`src/hw/rtl/adsr_pkg.sv`:
```
package adsr_pkg;

    // Field widths
    localparam int LVL_W     = 16;
    localparam int LEN_W     = 24;
    localparam int MAG_W     = 16;
    localparam int QUO_W     = 17;
    localparam int CNT_W     = $clog2(QUO_W);
    localparam int CFG_IDX_W = 3;
    localparam int STEP_W    = 4;

    // Register indexes
    localparam logic [CFG_IDX_W-1:0] REG_INIT    = 3'd0;
    localparam logic [CFG_IDX_W-1:0] REG_PEAK    = 3'd1;
    localparam logic [CFG_IDX_W-1:0] REG_SUSTAIN = 3'd2;
    localparam logic [CFG_IDX_W-1:0] REG_END     = 3'd3;
    localparam logic [CFG_IDX_W-1:0] REG_ATTACK  = 3'd4;
    localparam logic [CFG_IDX_W-1:0] REG_DECAY   = 3'd5;
    localparam logic [CFG_IDX_W-1:0] REG_RELEASE = 3'd6;
    localparam logic [CFG_IDX_W-1:0] REG_TOTAL   = 3'd7;

    // Datapath operations
    typedef logic [3:0] t_op;
    localparam t_op OP_LOAD    = 4'd0;
    localparam t_op OP_WRAP    = 4'd1;
    localparam t_op OP_SEL     = 4'd2;
    localparam t_op OP_MUL     = 4'd3;
    localparam t_op OP_DIVINIT = 4'd4;
    localparam t_op OP_DIVSTEP = 4'd5;
    localparam t_op OP_LEVEL   = 4'd6;
    localparam t_op OP_MOD     = 4'd7;
    localparam t_op OP_OUT     = 4'd8;

    // Jump conditions
    typedef logic [2:0] t_cond;
    localparam t_cond C_NEVER     = 3'd0;
    localparam t_cond C_IN_BEAT   = 3'd1;
    localparam t_cond C_DISABLED  = 3'd2;
    localparam t_cond C_DIRECT    = 3'd3;
    localparam t_cond C_OVF       = 3'd4;
    localparam t_cond C_MORE      = 3'd5;
    localparam t_cond C_SLOT_FREE = 3'd6;

    // Program steps
    typedef logic [STEP_W-1:0] t_step;
    localparam t_step ST_IDLE    = 4'd0;
    localparam t_step ST_WRAP    = 4'd1;
    localparam t_step ST_SEL     = 4'd2;
    localparam t_step ST_MUL     = 4'd3;
    localparam t_step ST_DIVINIT = 4'd4;
    localparam t_step ST_DIVSTEP = 4'd5;
    localparam t_step ST_LEVEL   = 4'd6;
    localparam t_step ST_MOD     = 4'd7;
    localparam t_step ST_OUT     = 4'd8;

    // One control word: jump to target when cond is true, else stay (hold) or step on
    typedef struct packed {
        t_op   op;
        t_cond cond;
        logic  hold;
        t_step target;
    } t_uword;

    typedef struct packed {
        logic load;
        t_op  op;
    } t_ctrl;

    typedef struct packed {
        logic disabled;
        logic direct;
        logic ovf;
        logic more;
    } t_stat;

    // Control store
    function automatic t_uword ucode(input t_step step);
        t_uword w;
        case (step)
            ST_IDLE:    w = '{op: OP_LOAD,    cond: C_IN_BEAT,   hold: 1'b1, target: ST_WRAP};
            ST_WRAP:    w = '{op: OP_WRAP,    cond: C_DISABLED,  hold: 1'b0, target: ST_OUT};
            ST_SEL:     w = '{op: OP_SEL,     cond: C_DIRECT,    hold: 1'b0, target: ST_LEVEL};
            ST_MUL:     w = '{op: OP_MUL,     cond: C_NEVER,     hold: 1'b0, target: ST_IDLE};
            ST_DIVINIT: w = '{op: OP_DIVINIT, cond: C_OVF,       hold: 1'b0, target: ST_LEVEL};
            ST_DIVSTEP: w = '{op: OP_DIVSTEP, cond: C_MORE,      hold: 1'b0, target: ST_DIVSTEP};
            ST_LEVEL:   w = '{op: OP_LEVEL,   cond: C_NEVER,     hold: 1'b0, target: ST_IDLE};
            ST_MOD:     w = '{op: OP_MOD,     cond: C_NEVER,     hold: 1'b0, target: ST_IDLE};
            ST_OUT:     w = '{op: OP_OUT,     cond: C_SLOT_FREE, hold: 1'b1, target: ST_IDLE};
            default:    w = '{op: OP_LOAD,    cond: C_IN_BEAT,   hold: 1'b1, target: ST_WRAP};
        endcase
        return w;
    endfunction

endpackage

```
`src/hw/rtl/adsr_ifs.sv`:
```
interface adsr_in_if;
    logic                                valid;
    logic                                ready;
    logic signed [adsr_pkg::LVL_W-1:0]   sample_in;
    logic                                use_sample;
    logic                                hold;
    logic                                enable;

    modport source (output valid, output sample_in, output use_sample, output hold,
                    output enable, input ready);
    modport sink   (input valid, input sample_in, input use_sample, input hold,
                    input enable, output ready);
endinterface

interface adsr_out_if;
    logic                                valid;
    logic                                ready;
    logic signed [adsr_pkg::LVL_W-1:0]   level_out;

    modport source (output valid, output level_out, input ready);
    modport sink   (input valid, input level_out, output ready);
endinterface

```
`src/hw/rtl/adsr_dpath.sv`:
```
module adsr_dpath #(
    parameter int COUNT_WIDTH = 24
) (
    input  logic                                   i_clk,
    input  logic                                   i_rst_n,
    input  logic                                   i_cfg_we,
    input  logic [adsr_pkg::CFG_IDX_W-1:0]         i_cfg_idx,
    input  logic [adsr_pkg::LEN_W-1:0]             i_cfg_data,
    input  adsr_pkg::t_ctrl                        i_ctrl,
    input  logic signed [adsr_pkg::LVL_W-1:0]      i_sample,
    input  logic                                   i_use,
    input  logic                                   i_hold,
    input  logic                                   i_enable,
    output adsr_pkg::t_stat                        o_stat,
    output logic signed [adsr_pkg::LVL_W-1:0]      o_result
);

    localparam int LVL_W = adsr_pkg::LVL_W;
    localparam int LEN_W = adsr_pkg::LEN_W;
    localparam int MAG_W = adsr_pkg::MAG_W;
    localparam int QUO_W = adsr_pkg::QUO_W;
    localparam int CNT_W = adsr_pkg::CNT_W;
    // signed compare width covering position, lengths and their sums
    localparam int SW = ((COUNT_WIDTH > LEN_W + 1) ? COUNT_WIDTH : LEN_W + 1) + 2;
    localparam int KW = SW - 1;
    localparam int PW = MAG_W + KW;
    localparam int HW = PW - QUO_W;

    function automatic logic signed [LVL_W-1:0] sat16(input logic signed [32:0] v);
        logic signed [LVL_W-1:0] r;
        if (v > 33'sd32767) begin
            r = 16'sh7fff;
        end else if (v < -33'sd32768) begin
            r = 16'sh8000;
        end else begin
            r = v[LVL_W-1:0];
        end
        return r;
    endfunction

    // Configuration and state
    logic signed [LVL_W-1:0]   r_init, r_peak, r_sus, r_end;
    logic [LEN_W-1:0]          r_att, r_dec, r_rel, r_tot;
    logic [COUNT_WIDTH-1:0]    r_pos;

    // Captured beat
    logic signed [LVL_W-1:0]   r_sample;
    logic                      r_use, r_hold, r_enable;

    // Working registers
    logic signed [SW-1:0]      r_ad, r_rs;
    logic signed [LVL_W-1:0]   r_base, r_dlevel, r_level, r_result;
    logic                      r_neg, r_direct, r_adv, r_ovf;
    logic [MAG_W-1:0]          r_mag;
    logic [KW-1:0]             r_k;
    logic [LEN_W-1:0]          r_div, r_rem;
    logic [PW-1:0]             r_prod;
    logic [QUO_W-1:0]          r_nlow, r_quot;
    logic [CNT_W-1:0]          r_cnt;

    // Extended operands
    logic signed [SW-1:0]      ps, att_s, dec_s, rel_s, tot_s;
    assign ps    = $signed({{(SW-COUNT_WIDTH){1'b0}}, r_pos});
    assign att_s = $signed({{(SW-LEN_W){1'b0}}, r_att});
    assign dec_s = $signed({{(SW-LEN_W){1'b0}}, r_dec});
    assign rel_s = $signed({{(SW-LEN_W){1'b0}}, r_rel});
    assign tot_s = $signed({{(SW-LEN_W){1'b0}}, r_tot});

    // Segment select: later segment wins
    logic                      n_direct, n_adv;
    logic signed [LVL_W-1:0]   n_dlevel, n_base, n_hi, n_lo;
    logic signed [SW-1:0]      n_off;
    logic [LEN_W-1:0]          n_div;
    logic signed [LVL_W:0]     n_delta;
    logic signed [SW-1:0]      n_kfull;

    always_comb begin
        n_direct = 1'b0;
        n_adv    = 1'b1;
        n_dlevel = r_sus;
        n_base   = r_init;
        n_hi     = r_peak;
        n_lo     = r_init;
        n_off    = '0;
        n_div    = r_att;
        if (ps > r_rs) begin
            if (r_hold) begin
                n_direct = 1'b1;
                n_adv    = 1'b0;
                n_dlevel = r_sus;
            end else if (r_rel == '0) begin
                n_direct = 1'b1;
                n_dlevel = r_end;
            end else begin
                n_base = r_sus;
                n_hi   = r_end;
                n_lo   = r_sus;
                n_off  = r_rs;
                n_div  = r_rel;
            end
        end else if (ps >= r_ad) begin
            n_direct = 1'b1;
            n_dlevel = r_sus;
        end else if (ps >= att_s) begin
            n_base = r_peak;
            n_hi   = r_sus;
            n_lo   = r_peak;
            n_off  = att_s;
            n_div  = r_dec;
        end
    end

    assign n_delta = {n_hi[LVL_W-1], n_hi} - {n_lo[LVL_W-1], n_lo};
    assign n_kfull = ps - n_off;

    // Quotient overflow test against divisor shifted by the quotient width
    logic n_ovf;
    assign n_ovf = r_prod[PW-1:QUO_W] >= {{(HW-LEN_W){1'b0}}, r_div};

    // One restoring divide step
    logic [LEN_W:0] d_trial, d_diff;
    logic           d_bit;
    assign d_trial = {r_rem, r_nlow[QUO_W-1]};
    assign d_diff  = d_trial - {1'b0, r_div};
    assign d_bit   = d_trial >= {1'b0, r_div};

    // Level from base and signed quotient
    logic [QUO_W:0]         q_ext;
    logic signed [QUO_W+1:0] l_base, l_q, l_sum;
    assign q_ext  = r_ovf ? {1'b1, {QUO_W{1'b0}}} : {1'b0, r_quot};
    assign l_base = {{(QUO_W+2-LVL_W){r_base[LVL_W-1]}}, r_base};
    assign l_q    = $signed({1'b0, q_ext});
    assign l_sum  = r_neg ? (l_base - l_q) : (l_base + l_q);

    // Q1.15 modulation, truncating toward zero
    logic signed [31:0] m_prod, m_adj, m_shift;
    assign m_prod  = r_sample * r_level;
    assign m_adj   = m_prod + (m_prod[31] ? 32'sd32767 : 32'sd0);
    assign m_shift = m_adj >>> 15;

    // Configuration writes and position
    always_ff @(posedge i_clk) begin
        if (!i_rst_n) begin
            r_init <= '0;
            r_peak <= '0;
            r_sus  <= '0;
            r_end  <= '0;
            r_att  <= '0;
            r_dec  <= '0;
            r_rel  <= '0;
            r_tot  <= '0;
            r_pos  <= '0;
        end else begin
            if (i_cfg_we) begin
                case (i_cfg_idx)
                    adsr_pkg::REG_INIT:    r_init <= i_cfg_data[LVL_W-1:0];
                    adsr_pkg::REG_PEAK:    r_peak <= i_cfg_data[LVL_W-1:0];
                    adsr_pkg::REG_SUSTAIN: r_sus  <= i_cfg_data[LVL_W-1:0];
                    adsr_pkg::REG_END:     r_end  <= i_cfg_data[LVL_W-1:0];
                    adsr_pkg::REG_ATTACK:  r_att  <= i_cfg_data;
                    adsr_pkg::REG_DECAY:   r_dec  <= i_cfg_data;
                    adsr_pkg::REG_RELEASE: r_rel  <= i_cfg_data;
                    adsr_pkg::REG_TOTAL:   r_tot  <= i_cfg_data;
                    default: ;
                endcase
            end
            // wrap at total length, advance after the level is known
            if (i_ctrl.op == adsr_pkg::OP_WRAP && r_enable && ps == tot_s) begin
                r_pos <= '0;
            end else if (i_ctrl.op == adsr_pkg::OP_LEVEL && r_adv) begin
                r_pos <= r_pos + 1'b1;
            end
        end
    end

    // Datapath operations
    always_ff @(posedge i_clk) begin
        if (i_ctrl.load) begin
            r_sample <= i_sample;
            r_use    <= i_use;
            r_hold   <= i_hold;
            r_enable <= i_enable;
        end
        case (i_ctrl.op)
            adsr_pkg::OP_WRAP: begin
                r_ad     <= att_s + dec_s;
                r_rs     <= tot_s - rel_s;
                r_result <= '0;
            end
            adsr_pkg::OP_SEL: begin
                r_direct <= n_direct;
                r_adv    <= n_adv;
                r_dlevel <= n_dlevel;
                r_base   <= n_base;
                r_neg    <= n_delta[LVL_W];
                r_mag    <= n_delta[LVL_W] ? MAG_W'(-n_delta) : n_delta[MAG_W-1:0];
                r_k      <= n_kfull[KW-1:0];
                r_div    <= n_div;
            end
            adsr_pkg::OP_MUL: begin
                r_prod <= {{KW{1'b0}}, r_mag} * {{MAG_W{1'b0}}, r_k};
            end
            adsr_pkg::OP_DIVINIT: begin
                r_ovf  <= n_ovf;
                r_rem  <= r_prod[QUO_W+LEN_W-1:QUO_W];
                r_nlow <= r_prod[QUO_W-1:0];
                r_quot <= '0;
                r_cnt  <= CNT_W'(QUO_W - 1);
            end
            adsr_pkg::OP_DIVSTEP: begin
                r_rem  <= d_bit ? d_diff[LEN_W-1:0] : d_trial[LEN_W-1:0];
                r_nlow <= {r_nlow[QUO_W-2:0], 1'b0};
                r_quot <= {r_quot[QUO_W-2:0], d_bit};
                r_cnt  <= r_cnt - 1'b1;
            end
            adsr_pkg::OP_LEVEL: begin
                r_level <= r_direct ? r_dlevel
                                    : sat16({{(33-QUO_W-2){l_sum[QUO_W+1]}}, l_sum});
            end
            adsr_pkg::OP_MOD: begin
                r_result <= r_use ? sat16({m_shift[31], m_shift}) : r_level;
            end
            default: ;
        endcase
    end

    assign o_stat.disabled = !r_enable;
    assign o_stat.direct   = n_direct;
    assign o_stat.ovf      = n_ovf;
    assign o_stat.more     = (r_cnt != '0);
    assign o_result        = r_result;

endmodule

```
`src/hw/rtl/adsr_envelope_init_end.sv`:
```
// Channel   Dir  Beat payload                              Handshake
// i_in      in   sample_in[16] use_sample hold enable      valid/ready
// o_out     out  level_out[16]                             valid/ready
// i_cfg_*   in   idx[3] data[24]                           we, no wait
//
// A microcoded sequencer walks each ramp beat through wrap, select, multiply,
// a 17-step restoring divide (skipped on quotient overflow), level and modulation;
// a flat segment goes from select to level, a disabled tick from wrap to output.
// The result lands in an output register, so the next beat is taken while it waits.
// Synchronous active-low reset clears position, configuration registers and control.
// A stalled output holds the sequencer at its last step until the register frees.
module adsr_envelope_init_end #(
    parameter int COUNT_WIDTH = 24
) (
    input  logic                              i_clk,
    input  logic                              i_rst_n,
    adsr_in_if.sink                           i_in,
    adsr_out_if.source                        o_out,
    input  logic                              i_cfg_we,
    input  logic [adsr_pkg::CFG_IDX_W-1:0]    i_cfg_idx,
    input  logic [adsr_pkg::LEN_W-1:0]        i_cfg_data
);

    adsr_pkg::t_step                   r_step, n_step;
    adsr_pkg::t_uword                  uw;
    adsr_pkg::t_ctrl                   ctrl;
    adsr_pkg::t_stat                   stat;
    logic signed [adsr_pkg::LVL_W-1:0] result;
    logic signed [adsr_pkg::LVL_W-1:0] r_out_data;
    logic                              r_out_valid;
    logic                              in_beat, slot_free, take;

    // Fetch the control word for this step
    assign uw        = adsr_pkg::ucode(r_step);
    assign i_in.ready = (uw.op == adsr_pkg::OP_LOAD);
    assign in_beat   = i_in.valid && i_in.ready;
    assign slot_free = !r_out_valid || o_out.ready;
    assign ctrl.load = in_beat;
    assign ctrl.op   = uw.op;

    // Evaluate the jump condition
    always_comb begin
        case (uw.cond)
            adsr_pkg::C_NEVER:     take = 1'b0;
            adsr_pkg::C_IN_BEAT:   take = in_beat;
            adsr_pkg::C_DISABLED:  take = stat.disabled;
            adsr_pkg::C_DIRECT:    take = stat.direct;
            adsr_pkg::C_OVF:       take = stat.ovf;
            adsr_pkg::C_MORE:      take = stat.more;
            adsr_pkg::C_SLOT_FREE: take = slot_free;
            default:               take = 1'b0;
        endcase
        if (take) begin
            n_step = uw.target;
        end else if (uw.hold) begin
            n_step = r_step;
        end else begin
            n_step = r_step + 1'b1;
        end
    end

    // Advance the step counter
    always_ff @(posedge i_clk) begin
        if (!i_rst_n) begin
            r_step <= adsr_pkg::ST_IDLE;
        end else begin
            r_step <= n_step;
        end
    end

    // Hold the result until the sink takes the beat
    always_ff @(posedge i_clk) begin
        if (!i_rst_n) begin
            r_out_valid <= 1'b0;
        end else if (uw.op == adsr_pkg::OP_OUT && slot_free) begin
            r_out_valid <= 1'b1;
        end else if (o_out.ready) begin
            r_out_valid <= 1'b0;
        end
    end

    always_ff @(posedge i_clk) begin
        if (uw.op == adsr_pkg::OP_OUT && slot_free) begin
            r_out_data <= result;
        end
    end

    assign o_out.valid     = r_out_valid;
    assign o_out.level_out = r_out_data;

    adsr_dpath #(
        .COUNT_WIDTH (COUNT_WIDTH)
    ) u_dpath (
        .i_clk      (i_clk),
        .i_rst_n    (i_rst_n),
        .i_cfg_we   (i_cfg_we),
        .i_cfg_idx  (i_cfg_idx),
        .i_cfg_data (i_cfg_data),
        .i_ctrl     (ctrl),
        .i_sample   (i_in.sample_in),
        .i_use      (i_in.use_sample),
        .i_hold     (i_in.hold),
        .i_enable   (i_in.enable),
        .o_stat     (stat),
        .o_result   (result)
    );

endmodule

```
`src/flat_wrapper.sv`:
```
// flat-port wrapper written by rule: the top's interface ports become plain ports
module adsr_envelope_init_end_flat 
#(
    parameter int COUNT_WIDTH = 24
)
  (i_clk, i_rst_n, i_cfg_we, i_cfg_idx, i_cfg_data, i_in_valid, i_in_sample_in, i_in_use_sample, i_in_hold, i_in_enable, i_in_ready, o_out_valid, o_out_level_out, o_out_ready);
  adsr_in_if i_in_i ();
  adsr_out_if o_out_i ();
  input  logic i_clk;
  input  logic i_rst_n;
  input  logic i_cfg_we;
  input  logic [adsr_pkg::CFG_IDX_W-1:0] i_cfg_idx;
  input  logic [adsr_pkg::LEN_W-1:0] i_cfg_data;
  input wire logic [$bits(i_in_i.valid)-1:0] i_in_valid;
  input wire logic [$bits(i_in_i.sample_in)-1:0] i_in_sample_in;
  input wire logic [$bits(i_in_i.use_sample)-1:0] i_in_use_sample;
  input wire logic [$bits(i_in_i.hold)-1:0] i_in_hold;
  input wire logic [$bits(i_in_i.enable)-1:0] i_in_enable;
  output wire logic [$bits(i_in_i.ready)-1:0] i_in_ready;
  output wire logic [$bits(o_out_i.valid)-1:0] o_out_valid;
  output wire logic [$bits(o_out_i.level_out)-1:0] o_out_level_out;
  input wire logic [$bits(o_out_i.ready)-1:0] o_out_ready;
  assign i_in_i.valid = i_in_valid;
  assign i_in_i.sample_in = i_in_sample_in;
  assign i_in_i.use_sample = i_in_use_sample;
  assign i_in_i.hold = i_in_hold;
  assign i_in_i.enable = i_in_enable;
  assign i_in_ready = i_in_i.ready;
  assign o_out_valid = o_out_i.valid;
  assign o_out_level_out = o_out_i.level_out;
  assign o_out_i.ready = o_out_ready;
  adsr_envelope_init_end #(.COUNT_WIDTH(COUNT_WIDTH)) u_core (.i_clk(i_clk), .i_rst_n(i_rst_n), .i_in(i_in_i), .o_out(o_out_i), .i_cfg_we(i_cfg_we), .i_cfg_idx(i_cfg_idx), .i_cfg_data(i_cfg_data));
endmodule
```
`config.mk`:
```
export PLATFORM = sky130hd
export DESIGN_NAME = adsr_envelope_init_end_flat
export DESIGN_NICKNAME = d
export VERILOG_FILES = /design/src/hw/rtl/adsr_pkg.sv /design/src/hw/rtl/adsr_ifs.sv /design/src/hw/rtl/adsr_dpath.sv /design/src/hw/rtl/adsr_envelope_init_end.sv /design/src/flat_wrapper.sv
export SDC_FILE = /design/constraint.sdc
export NUM_CORES = 2
export LEC_CHECK = 0
export BUFFER_PORTS_ARGS = -buffer_cell sky130_fd_sc_hd__buf_4
export CAP_MARGIN = 25
export CORE_MARGIN = 4
export CORE_UTILIZATION = 60
export DETAILED_ROUTE_END_ITERATION = 10
export GPL_ROUTABILITY_DRIVEN = 0
export PLACE_DENSITY = 0.75
export SLEW_MARGIN = 15
export SYNTH_ARGS = -nofsm -noshare
export SYNTH_HDL_FRONTEND = slang
export SYNTH_HIERARCHICAL = 1
export SYNTH_SLANG_ARGS = --single-unit
```
`constraint.sdc`:
```
create_clock -name i_clk -period 7.95 [get_ports i_clk]
set_input_delay 0.795 -clock i_clk [delete_from_list [all_inputs] [get_ports i_clk]]
set_output_delay 0.795 -clock i_clk [all_outputs]
set_load 0.03 [all_outputs]
```
---- Word level (Yosys, flattened, before mapping) ----
Memories as Yosys holds them, arrays and structs flattened. A register that Yosys moved wholly into a read port is not among the register bits.
Index checks and enable logic that the tools add are counted.
storage, ports and cells
  memories ................................ 1
  logic and storage cells ................. 157
  output and inout port bits .............. 18
  input bits .............................. 51
  ROM bits ................................ 192
  register bits after elaboration ......... 515
cells by class
  multiply operators ...................... 2
  eq/ne operators ......................... 23
  mux-type cells .......................... 51
  bitwise logic cells ..................... 1
  $lt $le $gt $ge ......................... 9
  reductions and logical operators ........ 24
  add/sub/neg operators ................... 12
memory list
  memory            words  width  rd ports  clocked after Yosys merged registers in  wr ports  line            source
  (name not given)  16     12     1         1                                        0         adsr_pkg.sv:79  case (step)
operator list
  kind                     number
  $mux W16                 20
  $mux W24                 8
  $mux W26                 3
  $pmux W17 S2             2
  $ge A25 B24 Y1           2
  $pmux W24 S2             1
  $mul A16 B26 Y42         1
  $add A32 B16 Y32         1
  $mul A16 B16 Y32         1
  $pmux W16 S2             1
  $ge A25 B27 Y1           1
  $sub A25 B26 Y26         1
  $add A24 B24 Y25         1
  $gt A25 B25 Y1           1
  $sub A24 B24 Y25         1
  $add A24 B1 Y24 const B  1
  $eq A24 B24 Y1           1
  $ge A24 B24 Y1           1
  $logic_not A24 Y1        1
  $sub A24 B24 Y24         1
  $eq A3 B3 Y1 const B     7
  $add A16 B19 Y19         1
  $gt A19 B16 Y1 const B   1
  $lt A19 B16 Y1 const B   1
  31 further kinds         62

---- Logic depth before layout (Yosys ltp) ----
  depth in word-level cells ............... 8
  depth in mapped cells ................... 36
  depth with buffers taken out ............ 33

---- Modules after synthesis ----
The synthesis kept the hierarchy.
by module, submodules not included
  module                  seq. area each (um2)  times used  cells each  area an instance (um2)
  adsr_dpath              12932.4               1           5678        51819.7
  adsr_envelope_init_end  820.8                 1           111         1400.1

---- Least setup slack after synthesis ----
OpenSTA, ideal clock, no wires.
  kind .................................... reg-to-reg
  start point ............................. register u_core.u_dpath.r_sample[15]
  end point ............................... register u_core.u_dpath.r_result[5], in the netlist u_core/u_dpath/o_result[5] (data pin)
  cell stages (with the launch flop) ...... 31
  library setup time ...................... 0.257 ns
  data arrival time ....................... 7.902 ns
  clock period less this slack ............ 8.158 ns
  buffers on the path ..................... 3
  required time ........................... 7.693 ns
  path slack .............................. -0.208 ns
  cells stage by stage .................... edfxtp_1 > clkbuf_1 > nand2_1 > fa_1 > inv_1 > fa_1 > inv_1 > fa_1 > inv_1 > fa_1 > inv_1 > fa_1 > inv_1 > fa_1 > ha_1 > inv_1 > nor2_1 > nand3_1 > or3_1 > and4b_1 > buf_6 > ha_1 > and4b_1 > o2111ai_1 > mux2_4 > a21oi_2 > nand4_1 > xnor2_2 > buf_4 > a21oi_1 > a32o_1
between the ends
  cells in the longest elaborated chain, start to end .. 8
  elaborated cells between the ends (all ways) .. 9
  classes of those cells .................. add/sub: 1; mul: 1; order compare: 2; mux: 5
ends and longest elaborated chain
  item                    line               source
  start, declared         adsr_dpath.sv:47   logic signed [LVL_W-1:0] r_sample;
  start signal, assigned  adsr_dpath.sv:179  r_sample <= i_sample;
  $mul A16 B16 Y32 *      adsr_dpath.sv:137  assign m_prod = r_sample * r_level;
  $mux W15                adsr_dpath.sv:138  assign m_adj = m_prod + (m_prod[31] ? 32'sd32767 : 32'sd0);
  $add A32 B16 Y32 *      adsr_dpath.sv:138
  $lt A17 B16 Y1          adsr_dpath.sv:33   end else if (v < -33'sd32768) begin
  $mux W16                adsr_dpath.sv:33
  $mux W16 *              adsr_dpath.sv:31   if (v > 33'sd32767) begin
  $mux W16 *              adsr_dpath.sv:221  r_result <= r_use ? sat16({m_shift[31], m_shift}) : r_level;
  $pmux W16 S2 *          adsr_dpath.sv:184  case (i_ctrl.op)
  end signal, assigned    adsr_dpath.sv:221
  end, declared           adsr_dpath.sv:52   logic signed [LVL_W-1:0] r_base, r_dlevel, r_level, r_result;
Mark *: on every way between the ends. The rest lies on a longest branch, timed or not.
A chain may end at the register's enable or synchronous reset.

---- Worst setup path after layout ----
  start point ............................. register u_core.u_dpath.r_sample[7]
  end point ............................... register u_core.u_dpath.r_result[5], in the netlist u_core/u_dpath/o_result[5] (data pin)
The elaborated chain is that of the path after synthesis.

==> run metrics <==
status=complete, but fails checks; violated checks=negative setup slack; first-pass GRT wire length=223.2 mm; Die Height=305.8 um; design area=59150 sq um; Worst path slowest cell=fa_1; GRT Overall Usage=29.69%; # Max-Cap Violations=0; clock buffer depth=3; Root Buffer=clkbuf_16; I/O Buffers=68; H-tree Lvls=2; grt ovf=0; die width=305.8 um; Core Area=87430 sq um; HPWL Detailed=109.1 mm; worst-margin pin slew=998.3 ps; r2r setup slk=-50 ps; unrepaired setup endpoints after global routing=yes; Post-synth ARST share=0%; family with the most delay on the worst path=adder cells; Main synth FF type=edfxtp_1; GRT busiest layer=met2; fin util=67.65%; diode count=0; grt met3 use=4.466%; Post-Synthesis Cells=5789; GR Util met2=48.73%; Hold Buf Count CTS=0; Arr. time, crit path=8390 ps; Warnings, synthesis=6; most frequent cells in the layout=953 x nand2_1, 861 x inv_1, 595 x fa_1; Wirelength per Cell=19.46 um; vias in the first global route=41795; P&R area growth vs syn=11.14%; WL final=139.9 mm; non-filler instance count after layout=7188; die area=93530 sq um; residual DRC count=0; placed cells=7045; area post-placement=56420 sq um; Fin. Hold Viols=0; Crit. End Element=register; Post-synth EDFFs=324; CP Max Fanout=14; Slew HR=33.23%; CTS Buf Count=55; Max stage delay on crit path=560 ps; ANT nets after route=0; drt pass-1 iters=6; Setup Skew=59.46 ps; Clock Pin Slew Worst Setup and Hold Paths=80 ps; Crit Path Category=reg2reg; Mapped Area=53220 sq um; crit-path most repeated cell=fa_1; initial cell density of the core=60.87%; initial antenna violation count=3; Slew Limit Fails=0; via-per-instance ratio=5.821; Yosys cell types=95; Fmax=0.1249 GHz; Final min period=8005 ps; CP Data Required Time=8340 ps; Worst Setup Slack, final=-54.98 ps; hold_ws=301.9 ps; First DRT Iteration DRCs=3518; period utilisation layout=100.7%; Clock Latency Late Sink=660 ps; fillers=6783; Rows=108; Mapped Nets=6877; commonest non-fill, non-tap cell in the layout=nand2_1; # setup viols final=6; element type at the critical path start=register; syn_area_per_cell=9.193 sq um; worst path bufs/invs=6; IO Count=69; GRT met1 Usage=41.00%; largest net degree at the start of global routing=112; CTS Sinks=525; Hold WC Path Type=in2reg; fin nets=7074; via count=41844; CTS tree=yes; share of cells above drive strength 1=10.38%; Yosys reg bits=525; register area share after synthesis=25.84%
-- cells in the mapped netlist, types with 9 or more instances --
cell / n / area [sq um]
a211o_1: 10 / 87.58
a211oi_1: 23 / 172.7
a21boi_0: 177 / 1329
a21o_1: 65 / 488.0
a21oi_1: 150 / 750.7
a221o_1: 43 / 430.4
a221oi_1: 34 / 297.8
a22oi_1: 26 / 195.2
a31oi_1: 17 / 106.4
and2_1: 258 / 1614
and3_1: 45 / 281.5
clkbuf_1: 204 / 765.7
clkbuf_2: 16 / 80.08
dfxtp_1: 201 / 4024
edfxtp_1: 324 / 9729
fa_1: 602 / 12050
ha_1: 435 / 5443
inv_1: 870 / 3266
mux2_2: 21 / 236.5
mux2i_1: 25 / 250.2
nand2_1: 962 / 3611
nand2b_1: 39 / 244.0
nand3_1: 64 / 320.3
nand3b_1: 11 / 82.58
nand4_1: 34 / 212.7
nor2_1: 310 / 1164
nor2b_1: 63 / 394.1
nor3_1: 80 / 400.4
nor4_1: 19 / 118.9
o211ai_1: 20 / 150.1
o21a_1: 52 / 390.4
o21ai_0: 140 / 700.7
o21ai_1: 17 / 85.08
o21bai_1: 11 / 82.58
o31ai_1: 10 / 75.07
o41ai_1: 10 / 87.58
or2_2: 9 / 56.30
or3_1: 22 / 137.6
xnor2_1: 148 / 1296
xor2_1: 81 / 709.4
-- registers in the layout, indices dropped and copies added, names as in the netlist, 17 cells and up --
register / cells
u_core/u_dpath/r_prod: 42
u_core/u_dpath/r_k: 26
u_core/u_dpath/r_ad: 25
u_core/u_dpath/r_rs: 25
u_core/u_dpath/r_att: 24
u_core/u_dpath/r_dec: 24
u_core/u_dpath/r_div: 24
u_core/u_dpath/r_pos: 24
u_core/u_dpath/r_rel: 24
u_core/u_dpath/r_rem: 24
u_core/u_dpath/r_tot: 24
u_core/u_dpath/r_nlow: 17
u_core/u_dpath/r_quot: 17
-- kinds of logic (layout without fill, tap and decap cells) --
logic type / Yosys count / in the layout / share of synthesized area, %
flops: 525 / 525 / 25.84
compound gates: 880 / 880 / 11.52
simple gates: 1951 / 1951 / 16.82
mux: 51 / 51 / 1.049
fa+ha+maj: 1047 / 1047 / 33.07
buf+inv: 1104 / 1348 / 7.871
xor+xnor: 231 / 231 / 3.830
-- area by class of cell --
class                   instances  area, sq um  area share, %
clock buffers                  74         1582          2.674
clock inverters                30        327.8         0.5542
inverters                     873         3279          5.544
multi-input cells            4160        35780          60.50
flip-flops and latches        525        13760          23.26
well taps                    1155         1445          2.443
repair buffers                371         2975          5.030
-- layer usage --
metal	routed length [um]	part of all wire [%]
met1	58040	41
met2	65550	47
met3	11490	8.2
met4	4823	3.4
met5	13	0.0093
-- repair_timing --
| action | CTS | global route |
|---|---|---|
| gates cloned | 1 | 2 |
| resized for setup | 39 | 89 |
| pin swaps | 38 | 60 |
| setup buffers | 13 | 22 |
| setup endpoints to repair | 16 | 34 |
-- worst paths after layout --
path,start,end,cells after the start
worst max-delay path,u_core/u_dpath/r_sample[7],u_core/u_dpath/o_result[5],31
worst min-delay path,i_in_sample_in[7],u_core/u_dpath/r_sample[7],1
worst max register to register,u_core/u_dpath/r_sample[7],u_core/u_dpath/o_result[5],31
worst min register to register,u_core/u_dpath/o_result[1],u_core/o_out.level_out[1],0
-- per-stage QoR --
step	TNS, ps	worst slack [ps]
finish	-250.1	-54.98
global route	-3844	-319.1
CTS	-44.04	-44.04
detailed placement	-1677	-196.0
global placement	-171.0	-52.81
floorplan	0	2.871
Power is not shown: default switching activity piles up to over one toggle a cycle in this logic, so the estimate is an artifact.
